--- src/pkhp_pkg.sv ---
// ----------------------------------------------------------------------------
// pkhp_pkg
// Types and constants shared by the packet header length parser modules.
// ----------------------------------------------------------------------------
package pkhp_pkg;

  localparam logic [2:0] MaxTags = 3'd4;

  localparam logic [15:0] EtypeVlan  = 16'h8100;
  localparam logic [15:0] EtypeQinq  = 16'h88a8;
  localparam logic [15:0] EtypeIpv4  = 16'h0800;
  localparam logic [15:0] EtypeIpv6  = 16'h86dd;
  localparam logic [7:0]  ProtoTcp   = 8'd6;
  localparam logic [7:0]  ProtoUdp   = 8'd17;
  localparam logic [7:0]  LowNibble  = 8'h0f;
  localparam logic [7:0]  HighNibble = 8'hf0;

  localparam logic [7:0] EtypeOffset  = 8'd12;
  localparam logic [7:0] Ipv4ProtoOff = 8'd9;
  localparam logic [7:0] Ipv6ProtoOff = 8'd6;
  localparam logic [7:0] TcpOffOff    = 8'd12;
  localparam logic [5:0] Ipv6HdrLen   = 6'd40;
  localparam logic [5:0] UdpHdrLen    = 6'd8;
  localparam logic [5:0] EthHdrLen    = 6'd14;
  localparam logic [3:0] MinIhl       = 4'd5;

  localparam int unsigned OutDataW = 24;

  typedef enum logic [2:0] {
    StOk      = 3'd0,
    StNotIp   = 3'd1,
    StNotL4   = 3'd2,
    StTrunc   = 3'd3,
    StTags    = 3'd4,
    StBadIhl  = 3'd5
  } status_e;

  typedef enum logic [3:0] {
    PhEth  = 4'b0001,
    PhL3   = 4'b0010,
    PhL4   = 4'b0100,
    PhDone = 4'b1000
  } phase_e;

  typedef struct packed {
    logic [5:0] l4_length;
    logic [5:0] l3_length;
    logic [4:0] l2_length;
    status_e    status;
  } result_t;

endpackage

--- src/pkhp_parse.sv ---
// ----------------------------------------------------------------------------
// pkhp_parse
// Per-frame parse state; updates on each stepped byte and forms the result
// on the last byte, then returns to the start-of-frame state.
// ----------------------------------------------------------------------------
module pkhp_parse (
  input  logic              clk_i,
  input  logic              rst_ni,
  input  logic              step_i,
  input  logic [7:0]        byte_i,
  input  logic              last_i,
  output pkhp_pkg::result_t result_o
);

  pkhp_pkg::phase_e  phase_q, phase_d, phase_u;
  pkhp_pkg::status_e status_q, status_d, status_u;
  logic [7:0] pos_q, pos_d, pos_u;
  logic [7:0] held_q, held_d, held_u;
  logic [2:0] tags_q, tags_d, tags_u;
  logic [5:0] l3_q, l3_d, l3_u;
  logic [5:0] l4_q, l4_d, l4_u;
  logic       ipv6_q, ipv6_d, ipv6_u;
  logic       l2k_q, l2k_d, l2k_u;

  logic [7:0]  et_pos;
  logic [7:0]  l3_pos;
  logic [7:0]  proto_pos;
  logic [7:0]  tcp_pos;
  logic [15:0] etype;
  logic [5:0]  l2_sum;

  assign et_pos    = pkhp_pkg::EtypeOffset + {3'b000, tags_q, 2'b00};
  assign l3_pos    = et_pos + 8'd2;
  assign proto_pos = l3_pos + (ipv6_q ? pkhp_pkg::Ipv6ProtoOff : pkhp_pkg::Ipv4ProtoOff);
  assign tcp_pos   = l3_pos + {2'b00, l3_q} + pkhp_pkg::TcpOffOff;
  assign etype     = {held_q, byte_i};

  always_comb begin
    phase_u  = phase_q;
    status_u = status_q;
    held_u   = held_q;
    tags_u   = tags_q;
    l3_u     = l3_q;
    l4_u     = l4_q;
    ipv6_u   = ipv6_q;
    l2k_u    = l2k_q;
    pos_u    = (pos_q == 8'hff) ? pos_q : pos_q + 8'd1;
    case (phase_q)
      pkhp_pkg::PhEth: begin
        if (pos_q == et_pos) begin
          held_u = byte_i;
        end else if (pos_q == et_pos + 8'd1) begin
          if (etype == pkhp_pkg::EtypeVlan || etype == pkhp_pkg::EtypeQinq) begin
            if (tags_q >= pkhp_pkg::MaxTags) begin
              status_u = pkhp_pkg::StTags;
              phase_u  = pkhp_pkg::PhDone;
            end else begin
              tags_u = tags_q + 3'd1;
            end
          end else begin
            l2k_u = 1'b1;
            if (etype == pkhp_pkg::EtypeIpv4) begin
              ipv6_u  = 1'b0;
              phase_u = pkhp_pkg::PhL3;
            end else if (etype == pkhp_pkg::EtypeIpv6) begin
              ipv6_u  = 1'b1;
              phase_u = pkhp_pkg::PhL3;
            end else begin
              status_u = pkhp_pkg::StNotIp;
              phase_u  = pkhp_pkg::PhDone;
            end
          end
        end
      end
      pkhp_pkg::PhL3: begin
        if (pos_q == l3_pos) begin
          if (ipv6_q) begin
            l3_u = pkhp_pkg::Ipv6HdrLen;
          end else begin
            l3_u = {byte_i[3:0], 2'b00};
            if ((byte_i & pkhp_pkg::LowNibble) < {4'h0, pkhp_pkg::MinIhl}) begin
              status_u = pkhp_pkg::StBadIhl;
              phase_u  = pkhp_pkg::PhDone;
            end
          end
        end else if (pos_q == proto_pos) begin
          if (byte_i == pkhp_pkg::ProtoTcp) begin
            phase_u = pkhp_pkg::PhL4;
          end else if (byte_i == pkhp_pkg::ProtoUdp) begin
            l4_u     = pkhp_pkg::UdpHdrLen;
            status_u = pkhp_pkg::StOk;
            phase_u  = pkhp_pkg::PhDone;
          end else begin
            status_u = pkhp_pkg::StNotL4;
            phase_u  = pkhp_pkg::PhDone;
          end
        end
      end
      pkhp_pkg::PhL4: begin
        if (pos_q == tcp_pos) begin
          l4_u     = {byte_i[7:4], 2'b00};
          status_u = pkhp_pkg::StOk;
          phase_u  = pkhp_pkg::PhDone;
        end
      end
      default: begin
      end
    endcase
  end

  assign l2_sum = pkhp_pkg::EthHdrLen + {1'b0, tags_u, 2'b00};

  always_comb begin
    result_o.status    = status_u;
    result_o.l2_length = l2k_u ? l2_sum[4:0] : 5'd0;
    result_o.l3_length = l3_u;
    result_o.l4_length = l4_u;
    if (status_u == pkhp_pkg::StTags) begin
      result_o.l2_length = 5'd0;
      result_o.l3_length = 6'd0;
      result_o.l4_length = 6'd0;
    end
  end

  always_comb begin
    phase_d  = phase_q;
    status_d = status_q;
    pos_d    = pos_q;
    held_d   = held_q;
    tags_d   = tags_q;
    l3_d     = l3_q;
    l4_d     = l4_q;
    ipv6_d   = ipv6_q;
    l2k_d    = l2k_q;
    if (step_i && last_i) begin
      phase_d  = pkhp_pkg::PhEth;
      status_d = pkhp_pkg::StTrunc;
      pos_d    = 8'd0;
      held_d   = 8'd0;
      tags_d   = 3'd0;
      l3_d     = 6'd0;
      l4_d     = 6'd0;
      ipv6_d   = 1'b0;
      l2k_d    = 1'b0;
    end else if (step_i) begin
      phase_d  = phase_u;
      status_d = status_u;
      pos_d    = pos_u;
      held_d   = held_u;
      tags_d   = tags_u;
      l3_d     = l3_u;
      l4_d     = l4_u;
      ipv6_d   = ipv6_u;
      l2k_d    = l2k_u;
    end
  end

  always_ff @(posedge clk_i or negedge rst_ni) begin
    if (!rst_ni) begin
      phase_q  <= pkhp_pkg::PhEth;
      status_q <= pkhp_pkg::StTrunc;
      pos_q    <= 8'd0;
      held_q   <= 8'd0;
      tags_q   <= 3'd0;
      l3_q     <= 6'd0;
      l4_q     <= 6'd0;
      ipv6_q   <= 1'b0;
      l2k_q    <= 1'b0;
    end else begin
      phase_q  <= phase_d;
      status_q <= status_d;
      pos_q    <= pos_d;
      held_q   <= held_d;
      tags_q   <= tags_d;
      l3_q     <= l3_d;
      l4_q     <= l4_d;
      ipv6_q   <= ipv6_d;
      l2k_q    <= l2k_d;
    end
  end

endmodule

--- src/pkhp_out_reg.sv ---
// ----------------------------------------------------------------------------
// pkhp_out_reg
// Result register on the master side; holds a word until it is taken.
// ----------------------------------------------------------------------------
module pkhp_out_reg (
  input  logic                            clk_i,
  input  logic                            rst_ni,
  input  logic                            load_i,
  input  pkhp_pkg::result_t               result_i,
  output logic                            space_o,
  output logic                            tvalid_o,
  input  logic                            tready_i,
  output logic [pkhp_pkg::OutDataW-1:0]   tdata_o
);

  logic              valid_q, valid_d;
  pkhp_pkg::result_t data_q;

  assign space_o = !valid_q || tready_i;

  always_comb begin
    valid_d = valid_q;
    if (load_i) begin
      valid_d = 1'b1;
    end else if (tready_i) begin
      valid_d = 1'b0;
    end
  end

  always_ff @(posedge clk_i or negedge rst_ni) begin
    if (!rst_ni) begin
      valid_q <= 1'b0;
    end else begin
      valid_q <= valid_d;
    end
  end

  always_ff @(posedge clk_i) begin
    if (load_i) begin
      data_q <= result_i;
    end
  end

  assign tvalid_o = valid_q;
  assign tdata_o  = {{(pkhp_pkg::OutDataW - $bits(pkhp_pkg::result_t)){1'b0}}, data_q};

endmodule

--- src/packet_header_length_parser.sv ---
// ----------------------------------------------------------------------------
// packet_header_length_parser
// Parses an Ethernet frame one byte per word and reports the L2, L3 and L4
// header lengths with a status word on the frame's last byte.
//
//   port     dir  tdata bits (low first)                     tlast
//   s_axis   in   pkt_byte[7:0]                               is_last
//   m_axis   out  status[2:0] l2[7:3] l3[13:8] l4[19:14] pad  -
//
// one byte per cycle unless a last byte waits for m_axis space; a byte is held in
// the input register while the parse logic works on it, and the result of a last
// byte is loaded from there into the m_axis register once that register has space
// reset returns the parser to the start of a frame and empties both registers
// a stalled m_axis holds only the last byte of a frame; other bytes keep going
// ----------------------------------------------------------------------------
module packet_header_length_parser (
  input  logic        clk_i,
  input  logic        rst_ni,
  input  logic        s_axis_tvalid_i,
  output logic        s_axis_tready_o,
  input  logic [7:0]  s_axis_tdata_i,   // pkt_byte
  input  logic        s_axis_tlast_i,
  output logic        m_axis_tvalid_o,
  input  logic        m_axis_tready_i,
  output logic [23:0] m_axis_tdata_o    // status, l2_length, l3_length, l4_length
);

  logic       in_valid_q, in_valid_d;
  logic [7:0] in_byte_q;
  logic       in_last_q;
  logic       out_space;
  logic       advance;
  logic       s_fire;

  pkhp_pkg::result_t result;

  assign advance         = in_valid_q && (!in_last_q || out_space);
  assign s_axis_tready_o = !in_valid_q || advance;
  assign s_fire          = s_axis_tvalid_i && s_axis_tready_o;

  always_comb begin
    in_valid_d = in_valid_q;
    if (s_fire) begin
      in_valid_d = 1'b1;
    end else if (advance) begin
      in_valid_d = 1'b0;
    end
  end

  always_ff @(posedge clk_i or negedge rst_ni) begin
    if (!rst_ni) begin
      in_valid_q <= 1'b0;
    end else begin
      in_valid_q <= in_valid_d;
    end
  end

  always_ff @(posedge clk_i) begin
    if (s_fire) begin
      in_byte_q <= s_axis_tdata_i;
      in_last_q <= s_axis_tlast_i;
    end
  end

  pkhp_parse u_parse (
    .clk_i    (clk_i),
    .rst_ni   (rst_ni),
    .step_i   (advance),
    .byte_i   (in_byte_q),
    .last_i   (in_last_q),
    .result_o (result)
  );

  pkhp_out_reg u_out (
    .clk_i    (clk_i),
    .rst_ni   (rst_ni),
    .load_i   (advance && in_last_q),
    .result_i (result),
    .space_o  (out_space),
    .tvalid_o (m_axis_tvalid_o),
    .tready_i (m_axis_tready_i),
    .tdata_o  (m_axis_tdata_o)
  );

  a_empty_ready : assert property (@(posedge clk_i) disable iff (!rst_ni)
    !in_valid_q |-> s_axis_tready_o)
    else $error("input register empty but not ready");

  a_tags_zero : assert property (@(posedge clk_i) disable iff (!rst_ni)
    m_axis_tvalid_o && m_axis_tdata_o[2:0] == pkhp_pkg::StTags
    |-> m_axis_tdata_o[19:3] == 17'd0)
    else $error("tag overflow result carries lengths");

  a_ok_lengths : assert property (@(posedge clk_i) disable iff (!rst_ni)
    m_axis_tvalid_o && m_axis_tdata_o[2:0] == pkhp_pkg::StOk
    |-> m_axis_tdata_o[7:3] != 5'd0 && m_axis_tdata_o[13:8] != 6'd0)
    else $error("ok result without l2 or l3 length");

  a_nonlast_passes : assert property (@(posedge clk_i) disable iff (!rst_ni)
    in_valid_q && !in_last_q |-> advance)
    else $error("non-last byte stalled");

endmodule
--- config.mk ---
export PLATFORM = sky130hd
export DESIGN_NAME = packet_header_length_parser
export DESIGN_NICKNAME = d
export VERILOG_FILES = /design/src/pkhp_pkg.sv /design/src/pkhp_parse.sv /design/src/pkhp_out_reg.sv /design/src/packet_header_length_parser.sv
export SDC_FILE = /design/constraint.sdc
export NUM_CORES = 1
export LEC_CHECK = 0
export BUFFER_PORTS_ARGS = -buffer_cell sky130_fd_sc_hd__buf_2
export CAP_MARGIN = 5
export CORE_ASPECT_RATIO = 1.1
export CORE_MARGIN = 3
export CORE_UTILIZATION = 23
export DETAILED_ROUTE_END_ITERATION = 12
export HOLD_SLACK_MARGIN = 0.08
export PLACE_DENSITY = 0.49
export SYNTH_ARGS = -nofsm -noshare
export SYNTH_HDL_FRONTEND = slang
export SYNTH_SLANG_ARGS = --single-unit
--- constraint.sdc ---
create_clock -name clk_i -period 12 [get_ports clk_i]
set_input_delay 0.6 -clock clk_i [delete_from_list [all_inputs] [get_ports clk_i]]
set_output_delay 0.6 -clock clk_i [all_outputs]
set_load 0.01 [all_outputs]
-- Word-level counts from Yosys, hierarchy flattened
Index checks and enable logic that the tools add are counted.
- $add $sub $neg: 9
- magnitude comparators: 2
- equal/unequal tests: 26
- mux-type cells: 77
- bitwise gates (word level): 1
- reduce and logical (&&, ||, !) cells: 23
- operators with widths (operator ; count):
    2-to-1 mux 6 bit ; 12
    2-to-1 mux 3 bit ; 21
    2-to-1 mux 4 bit ; 15
    2-to-1 mux 8 bit ; 7
    equality test 16 bit, second input constant ; 3
    equality test 8 bit ; 5
    2-to-1 mux 1 bit ; 18
    adder 8 x 1 -> 8 bit, second input constant ; 2
    equality test 16 x 12 -> 1 bit, second input constant ; 1
    inequality test 4 x 3 -> 1 bit, second input constant ; 3
    one-hot mux 4 bit (3 select lines) ; 1
    one-hot mux 6 bit (2 select lines) ; 1
    nonzero test 2 bit ; 6
    one-hot mux 3 bit (3 select lines) ; 1
    AND reduction 9 bit ; 1
    adder 8 x 2 -> 8 bit, second input constant ; 1
    adder 8 x 4 -> 8 bit, second input constant ; 1
    adder 8 x 6 -> 8 bit ; 1
    adder 8 bit ; 1
    equality test 8 x 3 -> 1 bit, second input constant ; 1
    equality test 8 x 5 -> 1 bit, second input constant ; 1
    equality test 8 bit, second input constant ; 1
    adder 4 x 5 -> 6 bit, first input constant ; 1
    inequality test 2 x 1 -> 1 bit, second input constant ; 3
    other kinds (22) ; 30
- bits in registers: 71
- bits of input ports: 13

-- Longest topological paths before layout
Gate-level depths: netlist of run 1.
- word-level depth: 9
- gate-level depth with buffers: 15

-- Modules after synthesis
Synthesis of run 1 repeated with hierarchy kept, for this count alone.
- cells, all modules: 432
- area, all modules: 4401.7 sq um
- modules (own cells, without submodules) (module ; instances ; cells an instance ; area each (sq um) ; seq. area each (sq um)):
    pkhp_parse ; 1 ; 388 ; 3370.7 ; 1004.7
    pkhp_out_reg ; 1 ; 28 ; 681.9 ; 625.6
    packet_header_length_parser ; 1 ; 16 ; 349.1 ; 295.3

-- Least setup slack after synthesis of run 1
Ideal clock, no wire load.
- path type: register -> register
- start: reg u_parse.tags_q[0]
- end: reg u_out.data_q, in the netlist u_out.tdata_o[4], data pin
- setup time: 0.263 ns
- arrival: 3.568 ns
- data required time: 11.737 ns
- path slack: 8.169 ns
- stages on the path, launching flop included: 16
- period minus slack after synthesis: 3.831 ns
- path through: dfrtp_1 > inv_1 > ha_1 > ha_1 > inv_1 > ha_1 > ha_1 > nor2b_1 > o21a_1 > or3_1 > and2_2 > and3_2 > o211ai_2 > nor3b_4 > buf_8 > nor2_2
- RTL lines (item ; line ; source):
    from (decl) ; pkhp_parse.sv:19 ; logic [2:0] tags_q, tags_d, tags_u;
    from (signal assigned) ; pkhp_parse.sv:174 ; tags_q <= tags_d;
    to (signal assigned) ; pkhp_out_reg.sv:40 ; data_q <= result_i;
    to (decl) ; pkhp_out_reg.sv:17 ; pkhp_pkg::result_t data_q;

==> run_results.csv, run 1 <==
group,metric,value,unit
worst_setup_path,cpPeakStageDelay,0.74,ns
placement,place_inst,685,
layout,final_core_util,27.5,%
floorplanning,ios,39,
clock_network,cts_buffers,9,
routing,wirelength,11300,um
clock_network,cts_root_buf,"clkbuf_16",
synthesis,yosys.cell_count.top_type,"nor2_1",
floorplanning,start_util,23.9,%
layout,drive_gt1_share,19.0,%
timing,rsz0062_at_grt,"no",
power_and_ir_drop,p_per_area,135,nW/um^2
layout,antennaDiodeCount,0,
power_and_ir_drop,clockPowerShare,39.8,%
routing,vias_per_cell,4.74,
layout,final_area,4960,um^2
worst_setup_path,path_cells,"inv_1, ha_1, ha_1, inv_1, ha_1, ha_1, a21oi_1, a21oi_1, nor4_1, nand4_1, o21ai_0, a31oi_4, nor3b_4, nor3_1",
status,status,"finished, final reports clean",
power_and_ir_drop,switching_share,28.0,%
synthesis,synth_top_cell_area_share,22.6,%
floorplanning,core_area,18100,um^2
placement,numPortBuffers,33,
global_route,grt_pass1_wl,18100,um
power_and_ir_drop,p_leak,2.05,nW
synthesis,synth_ff_type,"dfrtp_1",
routing,dr.pass1.iters,5,
placement,place_area,4660,um^2
timing,setup_slack,7.40,ns
synthesis,yosys_warnings,0,
synthesis,syn-cell-area,4320,um^2
power_and_ir_drop,p_switching,0.187,mW
worst_setup_path,crit_top_cell,"ha_1",
worst_setup_path,cp_slowest_cell,"nor3b_4",
clock_network,clockBufferDepth,2,
power_and_ir_drop,power.total,0.667,mW
floorplanning,fp.dieArea,20500,um^2
placement,dp_hpwl,8450,um
layout,stdcell_count,701,
worst_setup_path,arrival,4.65,ns
clock_network,clk_pin_slew_worst_paths,0.05,ns
timing,fmax,217,MHz
timing,fin_tns_setup,0,ns
timing,hold_violations,0,
global_route,first_global_vias,3370,
synthesis,yosys.cell_types.count,88,
job,maxCapViolCount,0,
timing,worstMarginPinSlew,1.00,ns
synthesis,synth_seq_cells,70,
synthesis,synthArstFlopShare,60.0,%
floorplanning,die_w,137,um
clock_network,cts_tree,"built",
routing,drtIter0Drc,245,
worst_setup_path,cp_max_fo,16,
worst_setup_path,worstSetupStartpoint,"u_parse.tags_q[0]$_DFFE_PN0P_",
clock_network,htree_levels,3,
power_and_ir_drop,p_int,0.480,mW
timing,relSlewSlack,33.4,%
worst_setup_path,cp-end-kind,"register",
power_and_ir_drop,irDropWorstVdd,59.9,uV
timing,period_minus_slack,4.60,ns
global_route,gr-total-overflow,0,
timing,period_share,38.3,%
worst_setup_path,required,12.05,ns
routing,routed-via-count,3325,
global_route,grt_max_degree,43,
clock_network,cts_hold_buf,0,
worst_hold_path,min_path_type,"in -> async",
worst_setup_path,start_kind,"register",
routing,ant_nets,0,
worst_setup_path,critPathBufInv,2,
synthesis,synthTopCellsByCount,"nor2_1, dfrtp_1, nand2_1",
clock_network,ctsResizeCount,0,
floorplanning,die_h,150,um
placement,pre_cts_slack,7.42,ns
layout,final_nets,491,
clock_network,clk_latency,0.34,ns
timing,finalMaxSlewViolations,0,
layout,area_growth,14.7,%
global_route,grt_usage,11.4,%
global_route,antenna_found_initial,0,
clock_network,clkSinkCount,70,
synthesis,syn_inst,431,
layout,fillers,1876,
routing,drc,0,
synthesis,seq_area_frac_synth,43.9,%
routing,routedWlPerCell,16.1,um
worst_setup_path,reg2reg_from,"u_parse.tags_q[0]$_DFFE_PN0P_",
power_and_ir_drop,comb_power_share,16.5,%
timing,holdWs,0.434,ns
synthesis,post_synth_main_area_contributors,"dfrtp_1, edfxtp_1, ha_1, nor2_1, nand2_1",
worst_setup_path,critical-path-top-delay-family,"simple AND/OR/NAND/NOR gates",
clock_network,cts_setup_buffers,0,
synthesis,syn_area_per_cell,10.0,um^2
power_and_ir_drop,seqPwrFrac,43.8,%
synthesis,synth_top_cell_by_area,"dfrtp_1",
floorplanning,rows,51,
synthesis,synth-edff-count,28,
timing,finClkSkew,0.0103,ns
placement,gp_congestion,0.952,
timing,final-setup-viol-count,0,
worst_setup_path,path_class,"reg -> reg",
## routing by layer
metal	track usage, %	wire length, um	vias to the layer above
met4	4.23	265	0
met5	0	0	-
met3	2.35	752	19
met2	17.9	5180	109
met1	15.3	5090	1590
li1	-	-	1607
## power by group through the flow
stage               combinational, mW  sequential, mW  clock (mW)
floorplan                      0.0865           0.289           0
global placement                0.108           0.296           0
detailed placement              0.108           0.295           0
CTS                             0.108           0.291       0.272
global route                    0.122           0.294       0.282
finish                          0.110           0.292       0.265
## cell usage in the layout, fill, tap and decap left out, types with 7 or more instances in the layout
| cell | n |
|---|---|
| buf_2 | 33 |
| a21oi_1 | 15 |
| clkbuf_16 | 9 |
| xor2_1 | 10 |
| nor2_2 | 7 |
| inv_1 | 18 |
| mux2i_1 | 10 |
| o21ai_0 | 21 |
| nor2_1 | 43 |
| nor3_1 | 10 |
| xnor2_1 | 12 |
| dfrtp_1 | 39 |
| edfxtp_1 | 28 |
| nand2_1 | 35 |
| nand3_1 | 11 |
| and2_1 | 7 |
| nand4_1 | 10 |
| ha_1 | 19 |
## registers in the layout, summed over array words and instances, names as in the netlist
register and count:
u_out.tdata_o 19, in_byte_q 8, u_parse.held_q 8, u_parse.pos_q 8
u_parse.l3_q 6, u_parse.l4_q 6, u_parse.phase_q 4, u_parse.status_q 3
u_parse.tags_q 3, in_last_q 1, in_valid_q 1, u_out.tvalid_o 1
u_parse.ipv6_q 1, u_parse.l2k_q 1
## cells by family (layout without fill, tap and decap cells)
family,count (synthesis),after routing,share of synthesized area [%]
fa+ha+maj,20,20,5.97
compound gates,92,92,15.8
other cells,1,5,0.0868
buf+inv,40,68,4.87
simple gates,176,176,22.6
mux,10,10,2.32
xor+xnor,22,22,4.46
flops,70,70,43.9
## final timing paths
path	end	slack [ns]	depth (start not counted)
worst max-delay path	u_out.tdata_o[7]$_SDFFCE_PP0P_	7.40	14
worst min-delay path	u_parse.l4_q[5]$_DFFE_PN0P_	0.43	1
worst max register to register	u_out.tdata_o[7]$_SDFFCE_PP0P_	7.40	14
worst min register to register	u_parse.l4_q[0]$_DFFE_PN0P_	0.48	1
max in group asynchronous	u_parse.tags_q[0]$_DFFE_PN0P_	10.95	1
min in group clk_i	in_byte_q[1]$_DFFE_PP_	0.43	1
## worst reg2reg max path, cell delays in order, from the launching register on
cell	delay, ns
dfrtp_1	0.49
inv_1	0.17
ha_1	0.24
ha_1	0.39
inv_1	0.07
ha_1	0.28
ha_1	0.35
a21oi_1	0.26
a21oi_1	0.10
nor4_1	0.29
nand4_1	0.22
o21ai_0	0.39
a31oi_4	0.18
nor3b_4	0.74
nor3_1	0.14
## final cells by class
type	count	area (um^2)	share of cell area [%]
Tap cell	238	298	6.01
Sequential cell	70	1900	38.2
Clock inverter	4	47.5	0.959
Inverter	18	67.6	1.36
Clock buffer	12	246	4.97
Multi-Input combinational cell	325	2230	45.0
Timing Repair Buffer	34	173	3.48
No activity file was read; power rests on OpenSTA's default activity.
==> inputs of run 2 (changes only) <==
--- a/config.mk
+++ b/config.mk
@@ -12,7 +12,7 @@
 export CORE_UTILIZATION = 23
 export DETAILED_ROUTE_END_ITERATION = 12
 export HOLD_SLACK_MARGIN = 0.08
-export PLACE_DENSITY = 0.49
+export PLACE_DENSITY = 0.5
 export SYNTH_ARGS = -nofsm -noshare
 export SYNTH_HDL_FRONTEND = slang
 export SYNTH_SLANG_ARGS = --single-unit
==> constraint.sdc (replaced) <==
create_clock -name clk_i -period 3.9 [get_ports clk_i]
set_input_delay 0.195 -clock clk_i [delete_from_list [all_inputs] [get_ports clk_i]]
set_output_delay 0.195 -clock clk_i [all_outputs]
set_load 0.01 [all_outputs]
==> run 2 against run 1 <==
Net effect:
- sequential power rose to 3.1 times the previous value
- first-iteration DRC count rose by 15%
- design area rose by 5.2%
- clock power rose to 2.8 times the previous value
- critical endpoint is now u_out.tdata_o[13]$_SDFFCE_PN0P_
- largest cell class unchanged
==> run_results.csv, run 2 (same netlist as run 1, synthesis figures left out) <==
group,metric,value,unit
clock_network,clk_pin_slew_worst_paths,0.05,ns
floorplanning,die_w,137,um
layout,final_core_util,28.9,%
power_and_ir_drop,irDropWorstVdd,154,uV
worst_setup_path,start_kind,"register",
global_route,antenna_found_initial,0,
worst_setup_path,critical-path-top-delay-family,"simple AND/OR/NAND/NOR gates",
layout,layout_commonest_cell,"nor2_1",
worst_setup_path,arrival,3.86,ns
timing,worstMarginPinSlew,0.978,ns
layout,fillers,1850,
worst_setup_path,cp-end-kind,"register",
clock_network,clkSinkCount,70,
timing,final-setup-viol-count,0,
floorplanning,die_h,150,um
worst_hold_path,min_delay_worst_endpoint,"u_out.tvalid_o$_DFFE_PN0P_",
layout,final_nets,518,
timing,finClkSkew,0.00644,ns
global_route,grt_usage,11.4,%
routing,dr.pass1.iters,5,
clock_network,clk_latency,0.33,ns
worst_hold_path,holdPathStages,3,
worst_setup_path,crit_cells,15,
clock_network,clockBufferDepth,2,
worst_setup_path,cp_slowest_cell,"dfrtp_2",
power_and_ir_drop,p_leak,2.17,nW
worst_setup_path,reg2reg_from,"u_parse.tags_q[1]$_DFFE_PN0P_",
layout,drive_gt1_share,21.8,%
placement,numPortBuffers,33,
clock_network,cts_buffers,9,
floorplanning,core_area,18100,um^2
timing,hold_violations,0,
layout,layout_common_cells,"nor2_1, dfrtp_1, nand2_1, buf_2, edfxtp_1",
layout,largest_reg_flops,19,
timing,finalMaxSlewViolations,0,
status,status,"finished, final reports clean",
global_route,grt_pass1_wl,18200,um
worst_setup_path,critPathBufInv,3,
global_route,gr-total-overflow,0,
worst_hold_path,min_from,"m_axis_tready_i",
routing,drtIter0Drc,282,
worst_setup_path,cpPeakStageDelay,0.41,ns
layout,area_growth,20.7,%
worst_setup_path,r2r_slack,0.13,ns
power_and_ir_drop,p_per_area,383,nW/um^2
routing,routedWlPerCell,15.5,um
routing,routed-via-count,3437,
layout,seqCellArea,1900,um^2
timing,setup_slack,0.125,ns
job,maxCapViolCount,0,
worst_hold_path,min_path_type,"in -> reg",
timing,period_share,96.8,%
global_route,grt_max_degree,43,
timing,period_minus_slack,3.77,ns
worst_setup_path,path_cells,"inv_1, ha_1, ha_1, inv_1, ha_1, ha_4, nor2b_1, o21a_1, or3_1, and2_2, and3_2, o211ai_2, nor3b_4, clkbuf_16, nor2_2",
floorplanning,rows,51,
routing,vias_per_cell,4.72,
worst_setup_path,cp_max_fo,8,
placement,pre_cts_slack,0.0827,ns
worst_setup_path,rr_endpoint,"u_out.tdata_o[13]$_SDFFCE_PN0P_",
worst_setup_path,required,3.98,ns
routing,drc,0,
timing,fin_tns_setup,0,ns
placement,dp_hpwl,8420,um
routing,wirelength,11300,um
clock_network,htree_levels,3,
global_route,first_global_vias,3381,
timing,fmax,265,MHz
worst_setup_path,path_class,"reg -> reg",
layout,antennaDiodeCount,0,
floorplanning,ios,39,
timing,relSlewSlack,34.8,%
floorplanning,fp.dieArea,20500,um^2
routing,ant_nets,0,
worst_setup_path,r2r.worst_path.cells,15,
clock_network,cts_tree,"built",
clock_network,cts_root_buf,"clkbuf_16",
worst_setup_path,crit_top_cell,"ha_1",
floorplanning,start_util,23.9,%
placement,gp_congestion,0.911,
layout,multi_input_area,2260,um^2
run 2: cell types whose count changed in the layout (fill, tap and decap cells not counted), moves of 2 or more:
| cell | before | now |
|---|---|---|
| buf_4 | 1 | 15 |
| clkbuf_1 | 2 | 4 |
| o21ai_1 | 0 | 2 |
| o21ai_0 | 21 | 19 |
| dlygate4sd3_1 | 0 | 11 |
run 2: metrics by stage:
step	hold slack, ns	power (mW)	cell area [um^2]	cells
2_1_floorplan	-0.101	1.16	4340	435
3_3_place_gp	0.373	1.24	4790	700
3_5_place_dp	0.373	1.25	4790	700
4_1_cts	0.161	2.00	5160	727
5_1_grt	0.167	2.11	5220	728
6_report	0.168	2.00	5220	728
run 2: how the worst max path moves through the flow:
stage | startpoint | to
after global placement | u_parse.tags_q[1]$_DFFE_PN0P_ | u_out.tdata_o[7]$_SDFFCE_PP0P_
final | u_parse.tags_q[1]$_DFFE_PN0P_ | u_out.tdata_o[13]$_SDFFCE_PN0P_
after CTS | u_parse.tags_q[1]$_DFFE_PN0P_ | u_out.tdata_o[7]$_SDFFCE_PP0P_
after detailed placement | u_parse.tags_q[1]$_DFFE_PN0P_ | u_out.tdata_o[7]$_SDFFCE_PP0P_
after global routing | u_parse.tags_q[1]$_DFFE_PN0P_ | u_out.tdata_o[19]$_SDFFCE_PN0P_
after floorplan | u_parse.tags_q[0]$_DFFE_PN0P_ | u_out.tdata_o[4]$_SDFFCE_PP0P_
run 2: layout make-up:
cell class | instances | share of cell area (%)
multi-input combinational | 325 | 43.3
sequential | 70 | 36.4
timing repair buffer | 61 | 8.30
tap | 238 | 5.71
clock buffer | 14 | 4.87
inverter | 18 | 1.30
clock inverter | 2 | 0.192
run 2: metal layers:
metal  global-route usage (%)  part of all wire (%)  vias to the layer above
li1                         -                     -                     1662
met1                     15.4                    48                     1671
met2                     18.0                    46                       89
met3                     2.15                   4.0                       15
met4                     4.13                   2.2                        0
met5                        0                     0                        -
run 2: tightest hold or removal path, cell delays in order:
cell and delay, ns:
buf_2 0.10, inv_1 0.06, a21o_1 0.11
run 2: power breakdown:
group	internal [mW]	switching [mW]	leakage (nW)	total [mW]
Combinational	0.151	0.215	1.20	0.366
Clock	0.446	0.292	0.131	0.739
Sequential	0.834	0.0603	0.840	0.894
run 2: what timing repair did:
item | CTS | global route
setup endpoints to repair | 0 | 17
hold buffers | 11 | 0
gates resized for setup | 0 | 7
setup buffers | 0 | 0
hold endpoints to repair | 49 | 0
==> inputs of run 3 (changes only) <==
--- a/config.mk
+++ b/config.mk
@@ -5,14 +5,17 @@
 export SDC_FILE = /design/constraint.sdc
 export NUM_CORES = 1
 export LEC_CHECK = 0
+export ABC_AREA = 1
 export BUFFER_PORTS_ARGS = -buffer_cell sky130_fd_sc_hd__buf_2
 export CAP_MARGIN = 5
+export CELL_PAD_IN_SITES_DETAIL_PLACEMENT = 1
+export CELL_PAD_IN_SITES_GLOBAL_PLACEMENT = 2
 export CORE_ASPECT_RATIO = 1.1
 export CORE_MARGIN = 3
 export CORE_UTILIZATION = 23
 export DETAILED_ROUTE_END_ITERATION = 12
 export HOLD_SLACK_MARGIN = 0.08
-export PLACE_DENSITY = 0.5
+export PLACE_DENSITY = 0.69
 export SYNTH_ARGS = -nofsm -noshare
 export SYNTH_HDL_FRONTEND = slang
 export SYNTH_SLANG_ARGS = --single-unit
==> run 3 against run 2 <==
Net effect:
- power grew 1.6%
- worst setup slack gained 0.20 ns
- sequential cell count did not move
- final cell count increased by 18%
- wire length up 21%
- core utilization decreased by 0.069 points
- critical path depth grew 3
- first-iteration DRC count down 39%
- global-route usage increased by 2.8 points
- synthesized cell count rose by 30%
- synthesized area about the same
- hold slack worse by 0.040 ns
- critical endpoint is now u_out.tdata_o[14]$_SDFFCE_PN0P_
- largest cell class unchanged
- largest power group is now the clock network
==> run_results.csv, run 3 <==
group,metric,value,unit
status,status,"finished, final reports clean",
floorplanning,die_h,150,um
floorplanning,die_w,137,um
global_route,grt_pass1_wl,22200,um
timing,holdWs,0.128,ns
worst_setup_path,worstSetupStartpoint,"u_parse.tags_q[0]$_DFFE_PN0P_",
synthesis,post_synth_main_area_contributors,"dfrtp_1, edfxtp_1, nand2_1, inv_1, ha_1",
synthesis,yosys.cell_types.count,40,
global_route,antenna_found_initial,0,
clock_network,cts_tree,"built",
placement,dp_hpwl,10700,um
global_route,gr-total-overflow,0,
worst_setup_path,cp_max_fo,12,
job,maxCapViolCount,0,
floorplanning,start_util,23.9,%
worst_setup_path,path_cells,"inv_2, ha_1, ha_1, inv_1, ha_1, ha_1, nand2_1, inv_1, o21ai_0, nand4_1, nand2_1, nand3_1, nand2_1, nand2_2, a21oi_1, nand3_2, inv_4, nor2_1",
synthesis,seq_area_frac_synth,43.9,%
worst_setup_path,reg2reg_from,"u_parse.tags_q[0]$_DFFE_PN0P_",
worst_setup_path,crit_top_cell,"ha_1",
timing,rsz0062_at_grt,"no",
clock_network,cts_root_buf,"clkbuf_16",
timing,relSlewSlack,30.3,%
synthesis,synth_top_cell_by_area,"dfrtp_1",
layout,final_nets,647,
power_and_ir_drop,irDropWorstVdd,217,uV
power_and_ir_drop,p_leak,2.41,nW
routing,routedWlPerCell,15.9,um
timing,period_minus_slack,3.58,ns
layout,layout_commonest_cell,"nand2_1",
routing,dr.pass1.iters,4,
worst_setup_path,cp-end-kind,"register",
synthesis,syn_area_per_cell,7.73,um^2
placement,place_inst,829,
worst_setup_path,cpPeakStageDelay,0.44,ns
routing,vias_per_cell,4.50,
worst_setup_path,r2r.worst_path.cells,18,
clock_network,clockBufferDepth,2,
worst_setup_path,path_class,"reg -> reg",
global_route,grt_usage,14.2,%
routing,drc,0,
floorplanning,core_area,18100,um^2
worst_hold_path,min_path_type,"in -> reg",
worst_setup_path,start_kind,"register",
global_route,first_global_vias,4061,
worst_setup_path,crit_end,"u_out.tdata_o[14]$_SDFFCE_PN0P_",
timing,hold_violations,0,
worst_setup_path,required,3.99,ns
power_and_ir_drop,power.total,2.03,mW
timing,final-setup-viol-count,0,
synthesis,yosys_warnings,0,
layout,antennaDiodeCount,0,
timing,finClkSkew,0.0138,ns
clock_network,clk_pin_slew_worst_paths,0.06,ns
power_and_ir_drop,p_per_area,390,nW/um^2
synthesis,synthArstFlopShare,60.0,%
synthesis,syn_inst,559,
timing,period_share,91.8,%
floorplanning,fp.dieArea,20500,um^2
clock_network,clkSinkCount,70,
synthesis,synthTopCellsByCount,"nand2_1, inv_1, nor2_1",
floorplanning,ios,39,
timing,worstMarginPinSlew,1.05,ns
timing,fin_tns_setup,0,ns
worst_setup_path,critical-path-top-delay-family,"adder cells",
placement,numPortBuffers,33,
worst_setup_path,critPathBufInv,4,
worst_setup_path,rr_endpoint,"u_out.tdata_o[14]$_SDFFCE_PN0P_",
synthesis,synth_top_cell_area_share,22.6,%
synthesis,synth-edff-count,28,
clock_network,htree_levels,3,
timing,finalMaxSlewViolations,0,
floorplanning,rows,51,
clock_network,cts_buffers,9,
timing,fmax,279,MHz
routing,routed-via-count,3859,
routing,wirelength,13700,um
layout,final_core_util,28.8,%
worst_setup_path,crit_cells,18,
routing,ant_nets,0,
layout,fillers,2174,
layout,area_growth,20.5,%
worst_setup_path,r2r_slack,0.32,ns
layout,largest_reg_flops,19,
clock_network,clk_latency,0.35,ns
synthesis,synth_seq_cells,70,
routing,drtIter0Drc,172,
synthesis,synth_ff_type,"dfrtp_1",
layout,stdcell_count,857,
global_route,grt_max_degree,43,
placement,gp_congestion,0.824,
layout,layout_common_cells,"nand2_1, inv_1, nor2_1, dfrtp_1, nand3_1",
synthesis,syn-cell-area,4320,um^2
layout,drive_gt1_share,16.0,%
synthesis,yosys.cell_count.top_type,"nand2_1",
worst_setup_path,cp_slowest_cell,"dfrtp_2",
worst_setup_path,arrival,3.67,ns
-- run 3: cell count changes in the layout (fill, tap and decap cells not counted), sizes merged, moves of 11 or more --
cell / delta
nand2: +115
and2: -11
nor2: +24
o21ai: +16
nand3: +30
inv: +70
-- run 3: cell type report --
| type | count | area (um^2) | share of cell area [%] |
|---|---|---|---|
| clock inverter | 6 | 85.1 | 1.64 |
| timing repair buffer | 50 | 320 | 6.16 |
| inverter | 88 | 333 | 6.40 |
| sequential | 70 | 1900 | 36.5 |
| tap | 238 | 298 | 5.72 |
| clock buffer | 10 | 229 | 4.40 |
| multi-input combinational | 395 | 2040 | 39.2 |
-- run 3: power by group --
| group | internal [mW] | total (mW) | switching (mW) |
|---|---|---|---|
| clock | 0.559 | 0.896 | 0.336 |
| combinational | 0.0876 | 0.269 | 0.181 |
| sequential | 0.816 | 0.866 | 0.0499 |
-- run 3: per-layer routing --
| layer | track usage, % | vias to the layer above | share of wire, % |
|---|---|---|---|
| met3 | 2.35 | 10 | 2.5 |
| met4 | 3.33 | 0 | 0.82 |
| met2 | 24.4 | 46 | 50 |
| met1 | 18.6 | 1884 | 47 |
| met5 | 0 | - | 0 |
| li1 | - | 1919 | - |
-- run 3: through the flow --
step | area (um^2) | setup slack (ns)
after floorplan | 4330 | 0.722
after global placement | 4770 | 0.302
after detailed placement | 4770 | 0.130
after CTS | 5190 | 0.118
after global routing | 5200 | 0.0131
final | 5200 | 0.320
-- run 3: cell families after synthesis --
| family | synth area share [%] |
|---|---|
| buf+inv | 9.21 |
| other cells | 0.0868 |
| xor+xnor | 0.608 |
| fa+ha+maj | 5.97 |
| compound gates | 9.04 |
| flops | 43.9 |
| simple gates | 31.2 |
-- run 3: what timing repair did --
action,4_1_cts,5_1_grt
setup endpoints to repair,0,14
hold buffers,11,0
buffers inserted,0,1
resized for setup,0,3
hold endpoints to repair,16,0
-- run 3: worst min path at each step --
| stage | end | depth (start not counted) | slack [ns] | start |
|---|---|---|---|---|
| 2_1_floorplan | in_valid_q$_DFFE_PN0P_ | 0 | -0.10 | rst_ni |
| 3_3_place_gp | in_last_q$_DFFE_PP_ | 1 | 0.37 | s_axis_tlast_i |
| 3_5_place_dp | in_last_q$_DFFE_PP_ | 1 | 0.37 | s_axis_tlast_i |
| 4_1_cts | u_out.tvalid_o$_DFFE_PN0P_ | 4 | 0.12 | m_axis_tready_i |
| 5_1_grt | u_out.tvalid_o$_DFFE_PN0P_ | 4 | 0.18 | m_axis_tready_i |
| 6_report | u_out.tvalid_o$_DFFE_PN0P_ | 4 | 0.13 | m_axis_tready_i |
-- run 3: worst register-to-register path, stage by stage (launching register included) --
cell	delay, ns
dfrtp_2	0.44
inv_2	0.08
ha_1	0.20
ha_1	0.32
inv_1	0.08
ha_1	0.28
ha_1	0.38
nand2_1	0.10
inv_1	0.05
o21ai_0	0.23
nand4_1	0.14
nand2_1	0.11
nand3_1	0.08
nand2_1	0.10
nand2_2	0.10
a21oi_1	0.23
nand3_2	0.15
inv_4	0.20
nor2_1	0.07
